File: src/hw/rtl/lscs_pkg.sv
// Shared types and constants for the line sensor calibration sequencer.
// No dependencies; imported by the sequencer and the bench.
package lscs_pkg;

	localparam int PADDR_W = 5;
	localparam int THR_W   = 10;
	localparam int SPEED_W = 7;
	localparam int TIME_W  = 16;

	typedef enum logic [2:0] {
		REG_OVER_LINE    = 3'd0,
		REG_NO_LINE      = 3'd1,
		REG_BETWEEN_LOW  = 3'd2,
		REG_BETWEEN_HIGH = 3'd3,
		REG_SWEEP_SPEED  = 3'd4,
		REG_CENTER_SPEED = 3'd5,
		REG_TIMEOUT      = 3'd6
	} reg_idx_t;

	typedef enum logic [5:0] {
		PH_IDLE        = 6'b000001,
		PH_SWEEP_RIGHT = 6'b000010,
		PH_SWEEP_LEFT  = 6'b000100,
		PH_CENTER      = 6'b001000,
		PH_FINISHED    = 6'b010000,
		PH_TIMEOUT     = 6'b100000
	} phase_t;

	typedef enum logic [1:0] {
		EV_NONE    = 2'd0,
		EV_SUCCESS = 2'd1,
		EV_FAILED  = 2'd2
	} event_t;

	localparam logic            ACT_TICK = 1'b0;
	localparam logic            DIR_FWD  = 1'b0;
	localparam logic            DIR_REV  = 1'b1;

	localparam logic [THR_W-1:0]   RST_OVER_LINE    = 10'd180;
	localparam logic [THR_W-1:0]   RST_NO_LINE      = 10'd90;
	localparam logic [THR_W-1:0]   RST_BETWEEN_LOW  = 10'd100;
	localparam logic [THR_W-1:0]   RST_BETWEEN_HIGH = 10'd400;
	localparam logic [SPEED_W-1:0] RST_SWEEP_SPEED  = 7'd18;
	localparam logic [SPEED_W-1:0] RST_CENTER_SPEED = 7'd15;
	localparam logic [TIME_W-1:0]  RST_TIMEOUT      = 16'd5000;

endpackage

File: src/hw/rtl/lscs_item_if.sv
// Input channel of the calibration sequencer: tick or step request.
// Depends on nothing; sensor width set by SENSOR_BITS.
interface lscs_item_if #(parameter int SENSOR_BITS = 10);
	logic                   valid;
	logic                   ready;
	logic                   action;
	logic [SENSOR_BITS-1:0] left_value;
	logic [SENSOR_BITS-1:0] mid_left_value;
	logic [SENSOR_BITS-1:0] middle_value;
	logic [SENSOR_BITS-1:0] mid_right_value;
	logic [SENSOR_BITS-1:0] right_value;
	logic                   left_calibrated;
	logic                   right_calibrated;
	logic                   all_calibrated;

	modport source (
		output valid, action, left_value, mid_left_value, middle_value,
		       mid_right_value, right_value, left_calibrated, right_calibrated,
		       all_calibrated,
		input  ready
	);
	modport sink (
		input  valid, action, left_value, mid_left_value, middle_value,
		       mid_right_value, right_value, left_calibrated, right_calibrated,
		       all_calibrated,
		output ready
	);
endinterface

File: src/hw/rtl/lscs_result_if.sv
// Result channel of the calibration sequencer: motor command and events.
// Depends on nothing.
interface lscs_result_if;
	logic       valid;
	logic       ready;
	logic       drive_update;
	logic [6:0] left_speed;
	logic       left_reverse;
	logic [6:0] right_speed;
	logic       right_reverse;
	logic       cal_start;
	logic       cal_stop;
	logic [1:0] event_res;

	modport source (
		output valid, drive_update, left_speed, left_reverse, right_speed,
		       right_reverse, cal_start, cal_stop, event_res,
		input  ready
	);
	modport sink (
		input  valid, drive_update, left_speed, left_reverse, right_speed,
		       right_reverse, cal_start, cal_stop, event_res,
		output ready
	);
endinterface

File: src/hw/rtl/line_sensor_calibration_sequencer.sv
// Calibration sequencer for a five-sensor line follower, with APB register port.
// Depends on lscs_pkg, lscs_item_if and lscs_result_if.
//
// One request is taken per cycle unless a step waits on a full result register.
// A request lands in an input register and is resolved from there into the result
// register. Tick requests decrement the phase timer and give no result; each step
// request gives one result. The input side keeps moving while a result waits,
// unless a second step arrives behind it; ticks drain past a waiting result.
module line_sensor_calibration_sequencer
	import lscs_pkg::*;
#(
	parameter int SENSOR_BITS = 10
) (
	input  logic               clk,
	input  logic               arst_n,
	lscs_item_if.sink          item,
	lscs_result_if.source      result,
	input  logic               psel,
	input  logic               penable,
	input  logic               pwrite,
	input  logic [PADDR_W-1:0] paddr,
	input  logic [31:0]        pwdata,
	output logic [31:0]        prdata,
	output logic               pready
);

	localparam int CW = (SENSOR_BITS > THR_W) ? SENSOR_BITS : THR_W;

	logic [THR_W-1:0]   over_q, noline_q, low_q, high_q;
	logic [SPEED_W-1:0] sweep_q, center_q;
	logic [TIME_W-1:0]  timeout_q;

	logic                   valid_s1;
	logic                   action_s1;
	logic [SENSOR_BITS-1:0] lv_s1, mlv_s1, mv_s1, mrv_s1, rv_s1;
	logic                   lcal_s1, rcal_s1, acal_s1;

	phase_t            phase_q, phase_nxt;
	logic [TIME_W-1:0] timer_count_q, timer_nxt;
	logic              timer_running_q, running_nxt;

	logic               drive_nxt, lrev_nxt, rrev_nxt, start_nxt, stop_nxt;
	logic [SPEED_W-1:0] lspd_nxt, rspd_nxt;
	event_t             ev_nxt;

	logic is_step, adv_s1, res_load, cfg_wr;
	logic expired, left_hit, right_hit, centered;

	function automatic logic [CW-1:0] ext_s(input logic [SENSOR_BITS-1:0] v);
		ext_s = CW'(v);
	endfunction

	function automatic logic [CW-1:0] ext_t(input logic [THR_W-1:0] v);
		ext_t = CW'(v);
	endfunction

	// configuration port
	assign pready = 1'b1;
	assign cfg_wr = psel && penable && pwrite;

	always_ff @(posedge clk or negedge arst_n) begin
		if (!arst_n) begin
			over_q    <= RST_OVER_LINE;
			noline_q  <= RST_NO_LINE;
			low_q     <= RST_BETWEEN_LOW;
			high_q    <= RST_BETWEEN_HIGH;
			sweep_q   <= RST_SWEEP_SPEED;
			center_q  <= RST_CENTER_SPEED;
			timeout_q <= RST_TIMEOUT;
		end else if (cfg_wr) begin
			case (reg_idx_t'(paddr[4:2]))
				REG_OVER_LINE:    over_q    <= pwdata[THR_W-1:0];
				REG_NO_LINE:      noline_q  <= pwdata[THR_W-1:0];
				REG_BETWEEN_LOW:  low_q     <= pwdata[THR_W-1:0];
				REG_BETWEEN_HIGH: high_q    <= pwdata[THR_W-1:0];
				REG_SWEEP_SPEED:  sweep_q   <= pwdata[SPEED_W-1:0];
				REG_CENTER_SPEED: center_q  <= pwdata[SPEED_W-1:0];
				REG_TIMEOUT:      timeout_q <= pwdata[TIME_W-1:0];
				default: ;
			endcase
		end
	end

	always_comb begin
		case (reg_idx_t'(paddr[4:2]))
			REG_OVER_LINE:    prdata = 32'(over_q);
			REG_NO_LINE:      prdata = 32'(noline_q);
			REG_BETWEEN_LOW:  prdata = 32'(low_q);
			REG_BETWEEN_HIGH: prdata = 32'(high_q);
			REG_SWEEP_SPEED:  prdata = 32'(sweep_q);
			REG_CENTER_SPEED: prdata = 32'(center_q);
			REG_TIMEOUT:      prdata = 32'(timeout_q);
			default:          prdata = 32'd0;
		endcase
	end

	// handshake: a step in s1 moves on only when the result slot frees up
	assign is_step    = (action_s1 != ACT_TICK);
	assign adv_s1     = valid_s1 && (!is_step || !result.valid || result.ready);
	assign res_load   = adv_s1 && is_step;
	assign item.ready = !valid_s1 || adv_s1;

	always_ff @(posedge clk or negedge arst_n) begin
		if (!arst_n) begin
			valid_s1 <= 1'b0;
		end else if (item.ready) begin
			valid_s1 <= item.valid;
		end
	end

	always_ff @(posedge clk) begin
		if (item.ready && item.valid) begin
			action_s1 <= item.action;
			lv_s1     <= item.left_value;
			mlv_s1    <= item.mid_left_value;
			mv_s1     <= item.middle_value;
			mrv_s1    <= item.mid_right_value;
			rv_s1     <= item.right_value;
			lcal_s1   <= item.left_calibrated;
			rcal_s1   <= item.right_calibrated;
			acal_s1   <= item.all_calibrated;
		end
	end

	// step decisions
	assign expired   = (timer_count_q == '0);
	assign left_hit  = lcal_s1 && (ext_s(lv_s1) > ext_t(over_q));
	assign right_hit = rcal_s1 && (ext_s(rv_s1) > ext_t(over_q));
	assign centered  = (ext_s(lv_s1) < ext_t(noline_q))
	                && (ext_s(mlv_s1) > ext_t(low_q)) && (ext_s(mlv_s1) < ext_t(high_q))
	                && (ext_s(mv_s1) > ext_t(over_q))
	                && (ext_s(mrv_s1) > ext_t(low_q)) && (ext_s(mrv_s1) < ext_t(high_q))
	                && (ext_s(rv_s1) < ext_t(noline_q));

	always_comb begin
		phase_nxt   = phase_q;
		timer_nxt   = timer_count_q;
		running_nxt = timer_running_q;
		drive_nxt   = 1'b0;
		lspd_nxt    = '0;
		lrev_nxt    = DIR_FWD;
		rspd_nxt    = '0;
		rrev_nxt    = DIR_FWD;
		start_nxt   = 1'b0;
		stop_nxt    = 1'b0;
		ev_nxt      = EV_NONE;
		if (!is_step) begin
			if (timer_running_q && !expired) begin
				timer_nxt = timer_count_q - TIME_W'(1);
			end
		end else begin
			case (phase_q)
				PH_IDLE: begin
					timer_nxt   = timeout_q;
					running_nxt = 1'b1;
					start_nxt   = 1'b1;
					phase_nxt   = PH_SWEEP_RIGHT;
				end
				PH_SWEEP_RIGHT: begin
					drive_nxt = 1'b1;
					lspd_nxt  = sweep_q;
					rspd_nxt  = sweep_q;
					rrev_nxt  = DIR_REV;
					if (expired) begin
						phase_nxt = PH_TIMEOUT;
					end
					if (left_hit) begin
						timer_nxt   = timeout_q;
						running_nxt = 1'b1;
						phase_nxt   = PH_SWEEP_LEFT;
					end
				end
				PH_SWEEP_LEFT: begin
					drive_nxt = 1'b1;
					lspd_nxt  = sweep_q;
					lrev_nxt  = DIR_REV;
					rspd_nxt  = sweep_q;
					if (expired) begin
						phase_nxt = PH_TIMEOUT;
					end
					if (right_hit) begin
						if (!acal_s1) begin
							phase_nxt = PH_SWEEP_RIGHT;
						end else begin
							timer_nxt   = timeout_q;
							running_nxt = 1'b1;
							phase_nxt   = PH_CENTER;
						end
					end
				end
				PH_CENTER: begin
					drive_nxt = 1'b1;
					lspd_nxt  = center_q;
					rspd_nxt  = center_q;
					rrev_nxt  = DIR_REV;
					if (expired) begin
						phase_nxt = PH_TIMEOUT;
					end
					if (centered) begin
						lspd_nxt    = '0;
						rspd_nxt    = '0;
						running_nxt = 1'b0;
						phase_nxt   = PH_FINISHED;
					end
				end
				PH_FINISHED: begin
					stop_nxt  = 1'b1;
					ev_nxt    = EV_SUCCESS;
					phase_nxt = PH_IDLE;
				end
				default: begin
					drive_nxt = 1'b1;
					rrev_nxt  = DIR_REV;
					stop_nxt  = 1'b1;
					ev_nxt    = EV_FAILED;
					phase_nxt = PH_TIMEOUT;
				end
			endcase
		end
	end

	always_ff @(posedge clk or negedge arst_n) begin
		if (!arst_n) begin
			phase_q         <= PH_IDLE;
			timer_count_q   <= '0;
			timer_running_q <= 1'b0;
		end else if (adv_s1) begin
			phase_q         <= phase_nxt;
			timer_count_q   <= timer_nxt;
			timer_running_q <= running_nxt;
		end
	end

	// result register
	always_ff @(posedge clk or negedge arst_n) begin
		if (!arst_n) begin
			result.valid <= 1'b0;
		end else if (res_load) begin
			result.valid <= 1'b1;
		end else if (result.ready) begin
			result.valid <= 1'b0;
		end
	end

	always_ff @(posedge clk) begin
		if (res_load) begin
			result.drive_update  <= drive_nxt;
			result.left_speed    <= lspd_nxt;
			result.left_reverse  <= lrev_nxt;
			result.right_speed   <= rspd_nxt;
			result.right_reverse <= rrev_nxt;
			result.cal_start     <= start_nxt;
			result.cal_stop      <= stop_nxt;
			result.event_res     <= ev_nxt;
		end
	end

	assert property (@(posedge clk) disable iff (!arst_n)
		(result.valid && result.event_res == EV_FAILED) |-> (phase_q == PH_TIMEOUT))
		else $error("failure reported outside timeout phase");

	assert property (@(posedge clk) disable iff (!arst_n)
		(result.valid && result.cal_start) |-> (phase_q == PH_SWEEP_RIGHT))
		else $error("calibration start without right sweep");

	assert property (@(posedge clk) disable iff (!arst_n)
		(result.valid && !result.drive_update) |->
		(result.left_speed == '0 && result.right_speed == '0))
		else $error("speed set without drive update");

	assert property (@(posedge clk) disable iff (!arst_n)
		(adv_s1 && !is_step && !timer_running_q) |=> $stable(timer_count_q))
		else $error("stopped timer moved on a tick");

	assert property (@(posedge clk) disable iff (!arst_n)
		(phase_q == PH_TIMEOUT) |=> (phase_q == PH_TIMEOUT))
		else $error("timeout phase left before reset");

endmodule

File: src/flat_wrapper.sv
// flat-port wrapper written by rule: the top's interface ports become plain ports
module line_sensor_calibration_sequencer_flat import lscs_pkg::*;
#(
	parameter int SENSOR_BITS = 10
)
  (clk, arst_n, psel, penable, pwrite, paddr, pwdata, prdata, pready, item_valid, item_action, item_left_value, item_mid_left_value, item_middle_value, item_mid_right_value, item_right_value, item_left_calibrated, item_right_calibrated, item_all_calibrated, item_ready, result_valid, result_drive_update, result_left_speed, result_left_reverse, result_right_speed, result_right_reverse, result_cal_start, result_cal_stop, result_event_res, result_ready);
  lscs_item_if #(.SENSOR_BITS(SENSOR_BITS)) item_i ();
  lscs_result_if result_i ();
  input  logic clk;
  input  logic arst_n;
  input  logic psel;
  input  logic penable;
  input  logic pwrite;
  input  logic [PADDR_W-1:0] paddr;
  input  logic [31:0] pwdata;
  output logic [31:0] prdata;
  output logic pready;
  input wire logic [$bits(item_i.valid)-1:0] item_valid;
  input wire logic [$bits(item_i.action)-1:0] item_action;
  input wire logic [$bits(item_i.left_value)-1:0] item_left_value;
  input wire logic [$bits(item_i.mid_left_value)-1:0] item_mid_left_value;
  input wire logic [$bits(item_i.middle_value)-1:0] item_middle_value;
  input wire logic [$bits(item_i.mid_right_value)-1:0] item_mid_right_value;
  input wire logic [$bits(item_i.right_value)-1:0] item_right_value;
  input wire logic [$bits(item_i.left_calibrated)-1:0] item_left_calibrated;
  input wire logic [$bits(item_i.right_calibrated)-1:0] item_right_calibrated;
  input wire logic [$bits(item_i.all_calibrated)-1:0] item_all_calibrated;
  output wire logic [$bits(item_i.ready)-1:0] item_ready;
  output wire logic [$bits(result_i.valid)-1:0] result_valid;
  output wire logic [$bits(result_i.drive_update)-1:0] result_drive_update;
  output wire logic [$bits(result_i.left_speed)-1:0] result_left_speed;
  output wire logic [$bits(result_i.left_reverse)-1:0] result_left_reverse;
  output wire logic [$bits(result_i.right_speed)-1:0] result_right_speed;
  output wire logic [$bits(result_i.right_reverse)-1:0] result_right_reverse;
  output wire logic [$bits(result_i.cal_start)-1:0] result_cal_start;
  output wire logic [$bits(result_i.cal_stop)-1:0] result_cal_stop;
  output wire logic [$bits(result_i.event_res)-1:0] result_event_res;
  input wire logic [$bits(result_i.ready)-1:0] result_ready;
  assign item_i.valid = item_valid;
  assign item_i.action = item_action;
  assign item_i.left_value = item_left_value;
  assign item_i.mid_left_value = item_mid_left_value;
  assign item_i.middle_value = item_middle_value;
  assign item_i.mid_right_value = item_mid_right_value;
  assign item_i.right_value = item_right_value;
  assign item_i.left_calibrated = item_left_calibrated;
  assign item_i.right_calibrated = item_right_calibrated;
  assign item_i.all_calibrated = item_all_calibrated;
  assign item_ready = item_i.ready;
  assign result_valid = result_i.valid;
  assign result_drive_update = result_i.drive_update;
  assign result_left_speed = result_i.left_speed;
  assign result_left_reverse = result_i.left_reverse;
  assign result_right_speed = result_i.right_speed;
  assign result_right_reverse = result_i.right_reverse;
  assign result_cal_start = result_i.cal_start;
  assign result_cal_stop = result_i.cal_stop;
  assign result_event_res = result_i.event_res;
  assign result_i.ready = result_ready;
  line_sensor_calibration_sequencer #(.SENSOR_BITS(SENSOR_BITS)) u_core (.clk(clk), .arst_n(arst_n), .item(item_i), .result(result_i), .psel(psel), .penable(penable), .pwrite(pwrite), .paddr(paddr), .pwdata(pwdata), .prdata(prdata), .pready(pready));
endmodule
File: config.mk
export PLATFORM = sky130hd
export DESIGN_NAME = line_sensor_calibration_sequencer_flat
export DESIGN_NICKNAME = d
export VERILOG_FILES = /design/src/hw/rtl/lscs_pkg.sv /design/src/hw/rtl/lscs_item_if.sv /design/src/hw/rtl/lscs_result_if.sv /design/src/hw/rtl/line_sensor_calibration_sequencer.sv /design/src/flat_wrapper.sv
export SDC_FILE = /design/constraint.sdc
export NUM_CORES = 1
export LEC_CHECK = 0
export BUFFER_PORTS_ARGS = -buffer_cell sky130_fd_sc_hd__buf_2
export CORE_ASPECT_RATIO = 0.75
export CORE_UTILIZATION = 50
export CTS_CLUSTER_SIZE = 14
export DETAILED_ROUTE_END_ITERATION = 7
export PLACE_DENSITY = 0.72
export SKIP_LAST_GASP = 1
export SLEW_MARGIN = 10
export SYNTH_ARGS = -nofsm -noshare
export SYNTH_HDL_FRONTEND = slang
export SYNTH_SLANG_ARGS = --single-unit
export TNS_END_PERCENT = 5
File: constraint.sdc
create_clock -name clk -period 4.2 [get_ports clk]
set_clock_uncertainty 0.05 [all_clocks]
set_input_delay 0.63 -clock clk [delete_from_list [all_inputs] [get_ports clk]]
set_output_delay 0.63 -clock clk [all_outputs]
set_load 0.05 [all_outputs]
---- Word-level counts from Yosys, hierarchy flattened ----
Cells that the tools add are included.
word-level totals
  register bits ........................... 163
  latch bits .............................. 0
  memory bits (writable) .................. 0
  ROM bits ................................ 0
  bits of input ports ..................... 98
  output and inout bits ................... 56
  logic and storage cells ................. 125
  memories kept ........................... 0
operators by class
  add/sub/neg operators ................... 1
  multiply operators ...................... 0
  div/mod/pow operators ................... 0
  magnitude comparators ................... 9
  equality and inequality tests ........... 19
  shifts and indexed selects .............. 0
  muxes and demuxes ....................... 28
  bitwise logic cells ..................... 0
  reduce and logical (&&, ||, !) cells .... 40
operators with widths
  operator                 count
  $pmux W16 S7             1
  $mux W16                 5
  $gt A10 B10 Y1           5
  $pmux W16 S3             1
  $lt A10 B10 Y1           4
  $pmux W6 S5              1
  $mux W6                  4
  $logic_not A16 Y1        1
  $reduce_and A2 Y1        8
  $sub A16 B1 Y16 const B  1
  $logic_and A1 B1 Y1      14
  $pmux W7 S2              1
  $mux W1                  11
  $eq A3 B3 Y1 const B     3
  $ne A3 B3 Y1 const B     3
  $ne A2 B1 Y1 const B     4
  $mux W7                  1
  $reduce_and A7 Y1        1
  $eq A3 B2 Y1 const B     2
  $eq A6 B1 Y1 const B     1
  $eq A6 B2 Y1 const B     1
  $eq A6 B3 Y1 const B     1
  $eq A6 B4 Y1 const B     1
  $eq A6 B5 Y1 const B     1
  14 further kinds         21

---- Depth between registers and ports, before layout ----
Gate-level depths: netlist of the first run.
  depth after elaboration ................. 9
  depth in mapped cells ................... 12
  mapped depth without buffers ............ 10

---- Least setup slack after synthesis of the first run ----
Ideal clock, no wire load.
  path kind ............................... input -> output
  start point ............................. input paddr[2]
  end point ............................... output prdata[5]
  data arrival time ....................... 2732 ps
  data required time ...................... 3520 ps
  setup slack ............................. 788 ps
  stages on the path ...................... 4
  path buffers ............................ 2
  cell sequence ........................... clkbuf_1 clkbuf_1 mux4_2 o21ai_0
between the ends
  cells in the longest elaborated chain, start to end .. 2
  elaborated cells on any way between the ends .. 8
  those cells by class .................... 6 x eq/ne; 1 x mux; 1 x reduce/logical
RTL lines
  item                                        RTL line                                 source
  start, declared                             flat_wrapper.sv:14                       input logic [PADDR_W-1:0] paddr;
  $eq A3 B3 Y1, or another cell as far along  line_sensor_calibration_sequencer.sv:85  case (reg_idx_t'(paddr[4:2]))
  $pmux W16 S7 *                              line_sensor_calibration_sequencer.sv:85
  end, declared                               flat_wrapper.sv:16                       output logic [31:0] prdata;
Every way passes the cells marked *; elsewhere a longest branch is shown, timed or not.

---- Worst setup path after layout of the first run ----
  start point ............................. register u_core.mlv_s1[9]
  end point ............................... register u_core.result.left_speed[5], data pin
between the ends
  cells in the longest elaborated chain, start to end .. 9
  elaborated cells on any way between the ends .. 10
  those cells by class .................... 2 x order compare; 2 x mux; 6 x reduce/logical
RTL lines
  item                                RTL line                                  source
  start, declared                     line_sensor_calibration_sequencer.sv:35   logic [SENSOR_BITS-1:0] lv_s1, mlv_s1, mv_s1, mrv_s1, rv_s1;
  start signal, assigned              line_sensor_calibration_sequencer.sv:115  mlv_s1 <= item.mid_left_value;
  $gt A10 B10 Y1                      line_sensor_calibration_sequencer.sv:130  && (ext_s(mlv_s1) > ext_t(low_q)) && (ext_s(mlv_s1) < ext_t(high_q))
  $logic_and A1 B1 Y1                 line_sensor_calibration_sequencer.sv:130
  $logic_and A1 B1 Y1 *               line_sensor_calibration_sequencer.sv:130
  $logic_and A1 B1 Y1 *               line_sensor_calibration_sequencer.sv:131  && (ext_s(mv_s1) > ext_t(over_q))
  $logic_and A1 B1 Y1 * (2 in a row)  line_sensor_calibration_sequencer.sv:132  && (ext_s(mrv_s1) > ext_t(low_q)) && (ext_s(mrv_s1) < ext_t(high_q))
  $logic_and A1 B1 Y1 *               line_sensor_calibration_sequencer.sv:133  && (ext_s(rv_s1) < ext_t(noline_q));
  $mux W7 *                           line_sensor_calibration_sequencer.sv:199  if (centered) begin
  $pmux W7 S2 *                       line_sensor_calibration_sequencer.sv:152  case (phase_q)
  end signal, assigned                line_sensor_calibration_sequencer.sv:248  result.left_speed <= lspd_nxt;
  end, declared                       lscs_result_if.sv:16                      output valid, drive_update, left_speed, left_reverse, right_speed,
Marked as above.
A chain may end at the register's enable or synchronous reset.

==> results.cfg, run 1 <==
[timing]
min_period_ps = 3460
rsz0062_at_grt = false
max-slew-margin-rel = 0.278
max_freq_ghz = 0.289
final_hold_viol_count = 0
layout_setup_ws_ps = 741
fin_tns_setup_ps = 0
final-setup-viol-count = 0
worst_pin_slew_ps = 1070
drv_slew = 0
min_period_over_period = 0.824

[synth]
yosysTopAreaCellShare = 0.227
avgSynthCellArea_sq_um = 11.1
ys_warn_count = 0
synth-edff-count = 68
ys_seq_elements = 163
async_reset_ff_frac = 0.583
synth.area.top_cells = edfxtp_1 (23%), dfrtp_1 (19%), ha_1 (12%), dfstp_2 (7.6%), mux2_2 (5.6%)
yosysTopAreaCell = edfxtp_1
syn_inst = 809
ys_seq_area_frac = 0.496
syn_area_sq_um = 8980
ys.flop_type = dfrtp_1
synth_cell_types = 63

[detailed_routing]
drtIter0Drc = 578
drc_errors = 0
routedWlPerCell_um = 18.7
vias = 6684
via_per_inst = 5.65
drt-pass1-iter-count = 5
wirelength_um = 22100
antenna_left = 0

[cells_and_area]
area_growth_pct = 14.7
fin_nets = 1112
drive_above_1_share = 0.263
fill_cells = 1477
diodes = 0
final_cells = 1182
seq_area_sq_um = 4450
multi_input_area_sq_um = 4090

[die]
core_sq_um = 17600
die_area_sq_um = 18500
pin_count = 154
initial_utilization = 0.510
die-height_um = 118
die-width_um = 157
rows = 42

[min_path]
hold_path_class = input pin to asynchronous set/reset pin

[worst_setup_path]
arrival_ps = 3590
crit_type = flip-flop to flip-flop
cp-start-kind = flip-flop
cp-end-kind = flip-flop
critPathRequiredTime_ps = 4330
cp_max_fo = 7

[cts]
cts_tree = built
cts_buffers = 17
post_cts_buffers = 0
clk_pin_slew_ps = 60
cts_resized = 0
clock_latency_ps = 430
cts_sinks = 163
cts-root-buf = clkbuf_16
clockBufferDepth = 2
ctsHoldBuffers = 0
h-tree-depth = 4

[outcome]
status = completed

[place]
io_buffer_count = 118
dp_hpwl_um = 16300
place_congestion = 0.901
placedCellCount = 1150
dpl_worst_slack_ps = 806

[grt]
grt_first_pass_wirelength_um = 34700
grt_pass1_vias = 6405
grt_max_degree = 42
gr-usage-all-layers = 0.252
grt_antenna_before_repair = 0
grt_overflow = 0

[power]
powerDensity_nw_per_um2 = 476
power.leakage_uw = 0.00453
max-vdd-ir-drop_mv = 0.292

[flow_run]
max_cap_violations = 0
power by group:
group	internal, uW	switching, uW
Sequential	1970	228
Clock	827	632
Combinational	489	752
Total	3290	1610
layer usage:
metal / GRT usage / part of all wire / vias to the layer above
met4: 0.0888 / 0.018 / 0
met3: 0.0512 / 0.070 / 32
met1: 0.386 / 0.49 / 3225
met2: 0.351 / 0.42 / 246
met5: 0 / 0 / -
li1: - / - / 3181
path summary, 6_finish.rpt:
kind | start | to | slack (ps) | cells past startpoint
worst max-delay path | u_core.mlv_s1[9] | u_core.result.left_speed[5] | 740 | 9
min in group clk | item_mid_left_value[1] | u_core.mlv_s1[1] | 320 | 1
max in group asynchronous | arst_n | u_core.timeout_q[7] | 3280 | 2
worst min-delay path | arst_n | u_core.timer_count_q[0] | 10 | 1
worst max register to register | u_core.mlv_s1[9] | u_core.result.left_speed[5] | 740 | 9
worst min register to register | u_core.over_q[6] | u_core.over_q[6] | 460 | 1
cell usage after synthesis (all sizes together) (7+ instances only):
library cell,number
dfrtp,69
nand4,18
dfstp,26
a211oi,8
a22o,7
ha,87
buf,28
mux2,45
nand2b,8
inv,60
edfxtp,68
nor2,34
mux4,9
nand2,71
nand3,22
a21oi,43
clkbuf,16
o21ai,77
nor3,10
mux2i,8
layout make-up:
cell class | count | area share
Multi-Input combinational cell | 556 | 0.398
Inverter | 61 | 0.0222
Clock inverter | 8 | 0.00498
Timing Repair Buffer | 128 | 0.0649
Clock buffer | 24 | 0.0483
Sequential cell | 163 | 0.433
Tap cell | 242 | 0.0294
logic make-up (layout without fill, tap and decap cells):
logic type               count (synthesis)  after routing  share of synthesized area
buffers and inverters                  105            221                     0.0551
AO/OA/AOI/OAI                          179            179                      0.119
adder cells (fa/ha/maj)                 87             87                      0.121
AND/OR/NAND/NOR                        211            211                      0.120
flip-flops                             163            163                      0.496
other                                    2             17                   0.000837
multiplexers                            62             62                     0.0880
worst max-delay path, cell delays in order (launching register included):
cell,delay (ps)
edfxtp_1,410
ha_1,260
or4_1,510
a31oi_1,150
nand4_1,170
nor4_2,280
o2111ai_1,260
or4_1,610
and3_4,280
a22o_1,210
metrics by stage:
stage / hold WS (ps) / area [sq um] / util / total power, uW
floorplan: 284 / 9030 / - / 3060
global placement: 439 / 9740 / 0.554 / 3390
detailed placement: 443 / 9740 / 0.554 / 3440
CTS: 2.46 / 10300 / 0.585 / 4910
global route: 4.04 / 10300 / 0.585 / 5160
finish: 11.3 / 10300 / 0.585 / 4900
flip-flops by register name, summed over array words and instances, names as in the netlist, 6 cells and up:
register / flops
u_core.high_q: 10
u_core.timeout_q: 16
u_core.rv_s1: 10
u_core.sweep_q: 7
u_core.timer_count_q: 16
u_core.noline_q: 10
u_core.phase_q: 6
u_core.result.left_speed: 7
u_core.over_q: 10
u_core.low_q: 10
u_core.mv_s1: 10
u_core.lv_s1: 10
u_core.mrv_s1: 10
u_core.mlv_s1: 10
u_core.center_q: 7
cell usage in the layout (no fill, tap or decap), types with 4 or more instances in the layout:
cell type / count
mux2_2: 45
conb_1: 17
nand4_1: 18
a21o_1: 5
clkinv_2: 4
dfrtp_1: 69
buf_2: 117
mux2i_1: 8
nand2_1: 71
clkbuf_16: 18
a31oi_1: 4
a22o_1: 7
nor2_1: 34
nor2b_1: 6
ha_1: 87
nand2b_1: 8
a211oi_1: 7
or4_1: 6
a21oi_1: 43
inv_1: 60
nand3_1: 22
nor3b_1: 4
nor3_1: 8
buf_4: 11
edfxtp_1: 68
mux4_2: 9
o22ai_1: 4
and4_1: 4
a22oi_1: 5
and3_1: 5
o21ai_0: 76
dfstp_2: 26
nor4_1: 5
(Power assumes the default switching activity.)
==> run 2: changes to the inputs <==
==> constraint.sdc (replaced) <==
create_clock -name clk -period 3.6 [get_ports clk]
set_clock_uncertainty 0.05 [all_clocks]
set_input_delay 0.54 -clock clk [delete_from_list [all_inputs] [get_ports clk]]
set_output_delay 0.54 -clock clk [all_outputs]
set_load 0.05 [all_outputs]
==> results.cfg, run 2 (same netlist as run 1, synthesis figures left out) <==
[outcome]
status = completed

[worst_setup_path]
cp-start-kind = flip-flop
cp_max_fo = 7
arrival_ps = 3470
cp-end-kind = flip-flop
slowest_delay_ps = 530
crit_type = flip-flop to flip-flop
worst_path_max_delay_cell = or4_1
cp_common_cell = or4_1
critPathRequiredTime_ps = 3740
path_cells = ha_1 -> or4_1 -> a31oi_1 -> nand4_1 -> nor4_2 -> o2111ai_1 -> or4_1 -> and3_4 -> a22o_1
crit_buf_inv = 0
cp_top_family = simple AND/OR/NAND/NOR gates

[cts]
clk_pin_slew_ps = 60
clock_latency_ps = 430
h-tree-depth = 4
cts_sinks = 163
cts_tree = built
cts_buffers = 17
ctsHoldBuffers = 0
cts_resized = 0
cts-root-buf = clkbuf_16
post_cts_buffers = 0
clockBufferDepth = 2

[timing]
final_hold_viol_count = 0
min_period_ps = 3340
rsz0062_at_grt = false
max-slew-margin-rel = 0.479
timing.hold.ws_ps = 111
min_period_over_period = 0.927
worst_pin_slew_ps = 782
drv_slew = 0
final-setup-viol-count = 0
fin_tns_setup_ps = 0
max_freq_ghz = 0.300

[power]
powerDensity_nw_per_um2 = 570
clock_power_share = 0.320
max-vdd-ir-drop_mv = 0.370
switchingPower_uw = 1890
seqPwrFrac = 0.433
pwr-share-comb = 0.246
p_int_uw = 4050
switching_share = 0.318
power.leakage_uw = 0.00460

[die]
die-width_um = 157
die-height_um = 118
initial_utilization = 0.510
rows = 42
pin_count = 154
die_area_sq_um = 18500
core_sq_um = 17600

[place]
placedCellCount = 1158
place_congestion = 0.871
dp_hpwl_um = 16500
io_buffer_count = 118

[detailed_routing]
drtIter0Drc = 501
wirelength_um = 22200
drc_errors = 0
antenna_left = 0
via_per_inst = 5.64
vias = 6709
routedWlPerCell_um = 18.6
drt-pass1-iter-count = 6

[cells_and_area]
fill_cells = 1451
top_regs = u_core.timeout_q x16, u_core.timer_count_q x16
layout_commonest_cell = buf_2
fin_nets = 1120
diodes = 0
area_growth_pct = 16.3
final_cells = 1190
final_cell_mix = buf_2 (117), ha_1 (87), o21ai_0 (76)
drive_above_1_share = 0.269

[flow_run]
max_cap_violations = 0

[grt]
grt_first_pass_wirelength_um = 34900
grt_pass1_vias = 6255
grt_antenna_before_repair = 0
grt_overflow = 0
grt_max_degree = 58
gr-usage-all-layers = 0.255

[min_path]
hold_path_class = input pin to asynchronous set/reset pin
==> run 2: cell types whose count changed in the layout (fill, tap and decap cells not counted) <==
cell       change
bufinv_16      +1
clkbuf_8       +1
clkbuf_4       -1
clkbuf_16      +3
clkinv_4       -2
clkinv_2       -2
buf_4          +8
==> run 2: routing by layer <==
layer | track usage | vias up | share of wire
met1 | 0.389 | 3213 | 0.49
met2 | 0.350 | 273 | 0.41
met5 | 0 | - | 0
met3 | 0.0674 | 23 | 0.078
met4 | 0.0784 | 0 | 0.017
li1 | - | 3200 | -
==> run 2: stage by stage <==
step	total power [uW]	utilization	setup slack (ps)	instance area [sq um]
3_3_place_gp	3970	0.557	411	9800
2_1_floorplan	3560	-	368	9030
6_report	5950	0.593	263	10400
4_1_cts	5950	0.593	358	10400
3_5_place_dp	4030	0.557	382	9800
5_1_grt	6250	0.593	157	10400
==> run 2: area by class of cell <==
class,count,area [sq um],share of cell area
tap,242,303,0.0290
inverter,61,229,0.0219
timing repair buffer,136,728,0.0698
multi-input combinational,556,4090,0.392
clock inverter,5,53.8,0.00516
clock buffer,27,578,0.0554
sequential,163,4450,0.427
==> run 2: worst reg2reg max path, stage by stage, from the launching register on <==
cell and delay, ps:
edfxtp_1 430, ha_1 270, or4_1 500, a31oi_1 160
nand4_1 200, nor4_2 270, o2111ai_1 250, or4_1 530
and3_4 250, a22o_1 180
==> run 2: path summary, 6_finish.rpt <==
check | startpoint | to | slack (ps) | depth (start not counted)
worst max register to register | u_core.mlv_s1[9] | u_core.result.left_speed[5] | 260 | 9
min in group clk | item_right_value[4] | u_core.rv_s1[4] | 220 | 1
worst max-delay path | u_core.mlv_s1[9] | u_core.result.left_speed[5] | 260 | 9
max in group asynchronous | arst_n | u_core.center_q[1] | 2550 | 2
worst min-delay path | arst_n | u_core.phase_q[2] | 110 | 1
worst min register to register | u_core.over_q[6] | u_core.over_q[6] | 460 | 1
==> run 2: power groups by stage <==
stage	logic [uW]	registers, uW	clock network [uW]
final	1470	2580	1900
after global routing	1620	2620	2010
after CTS	1450	2560	1940
after detailed placement	1430	2590	0
after global placement	1390	2580	0
after floorplan	1040	2530	0
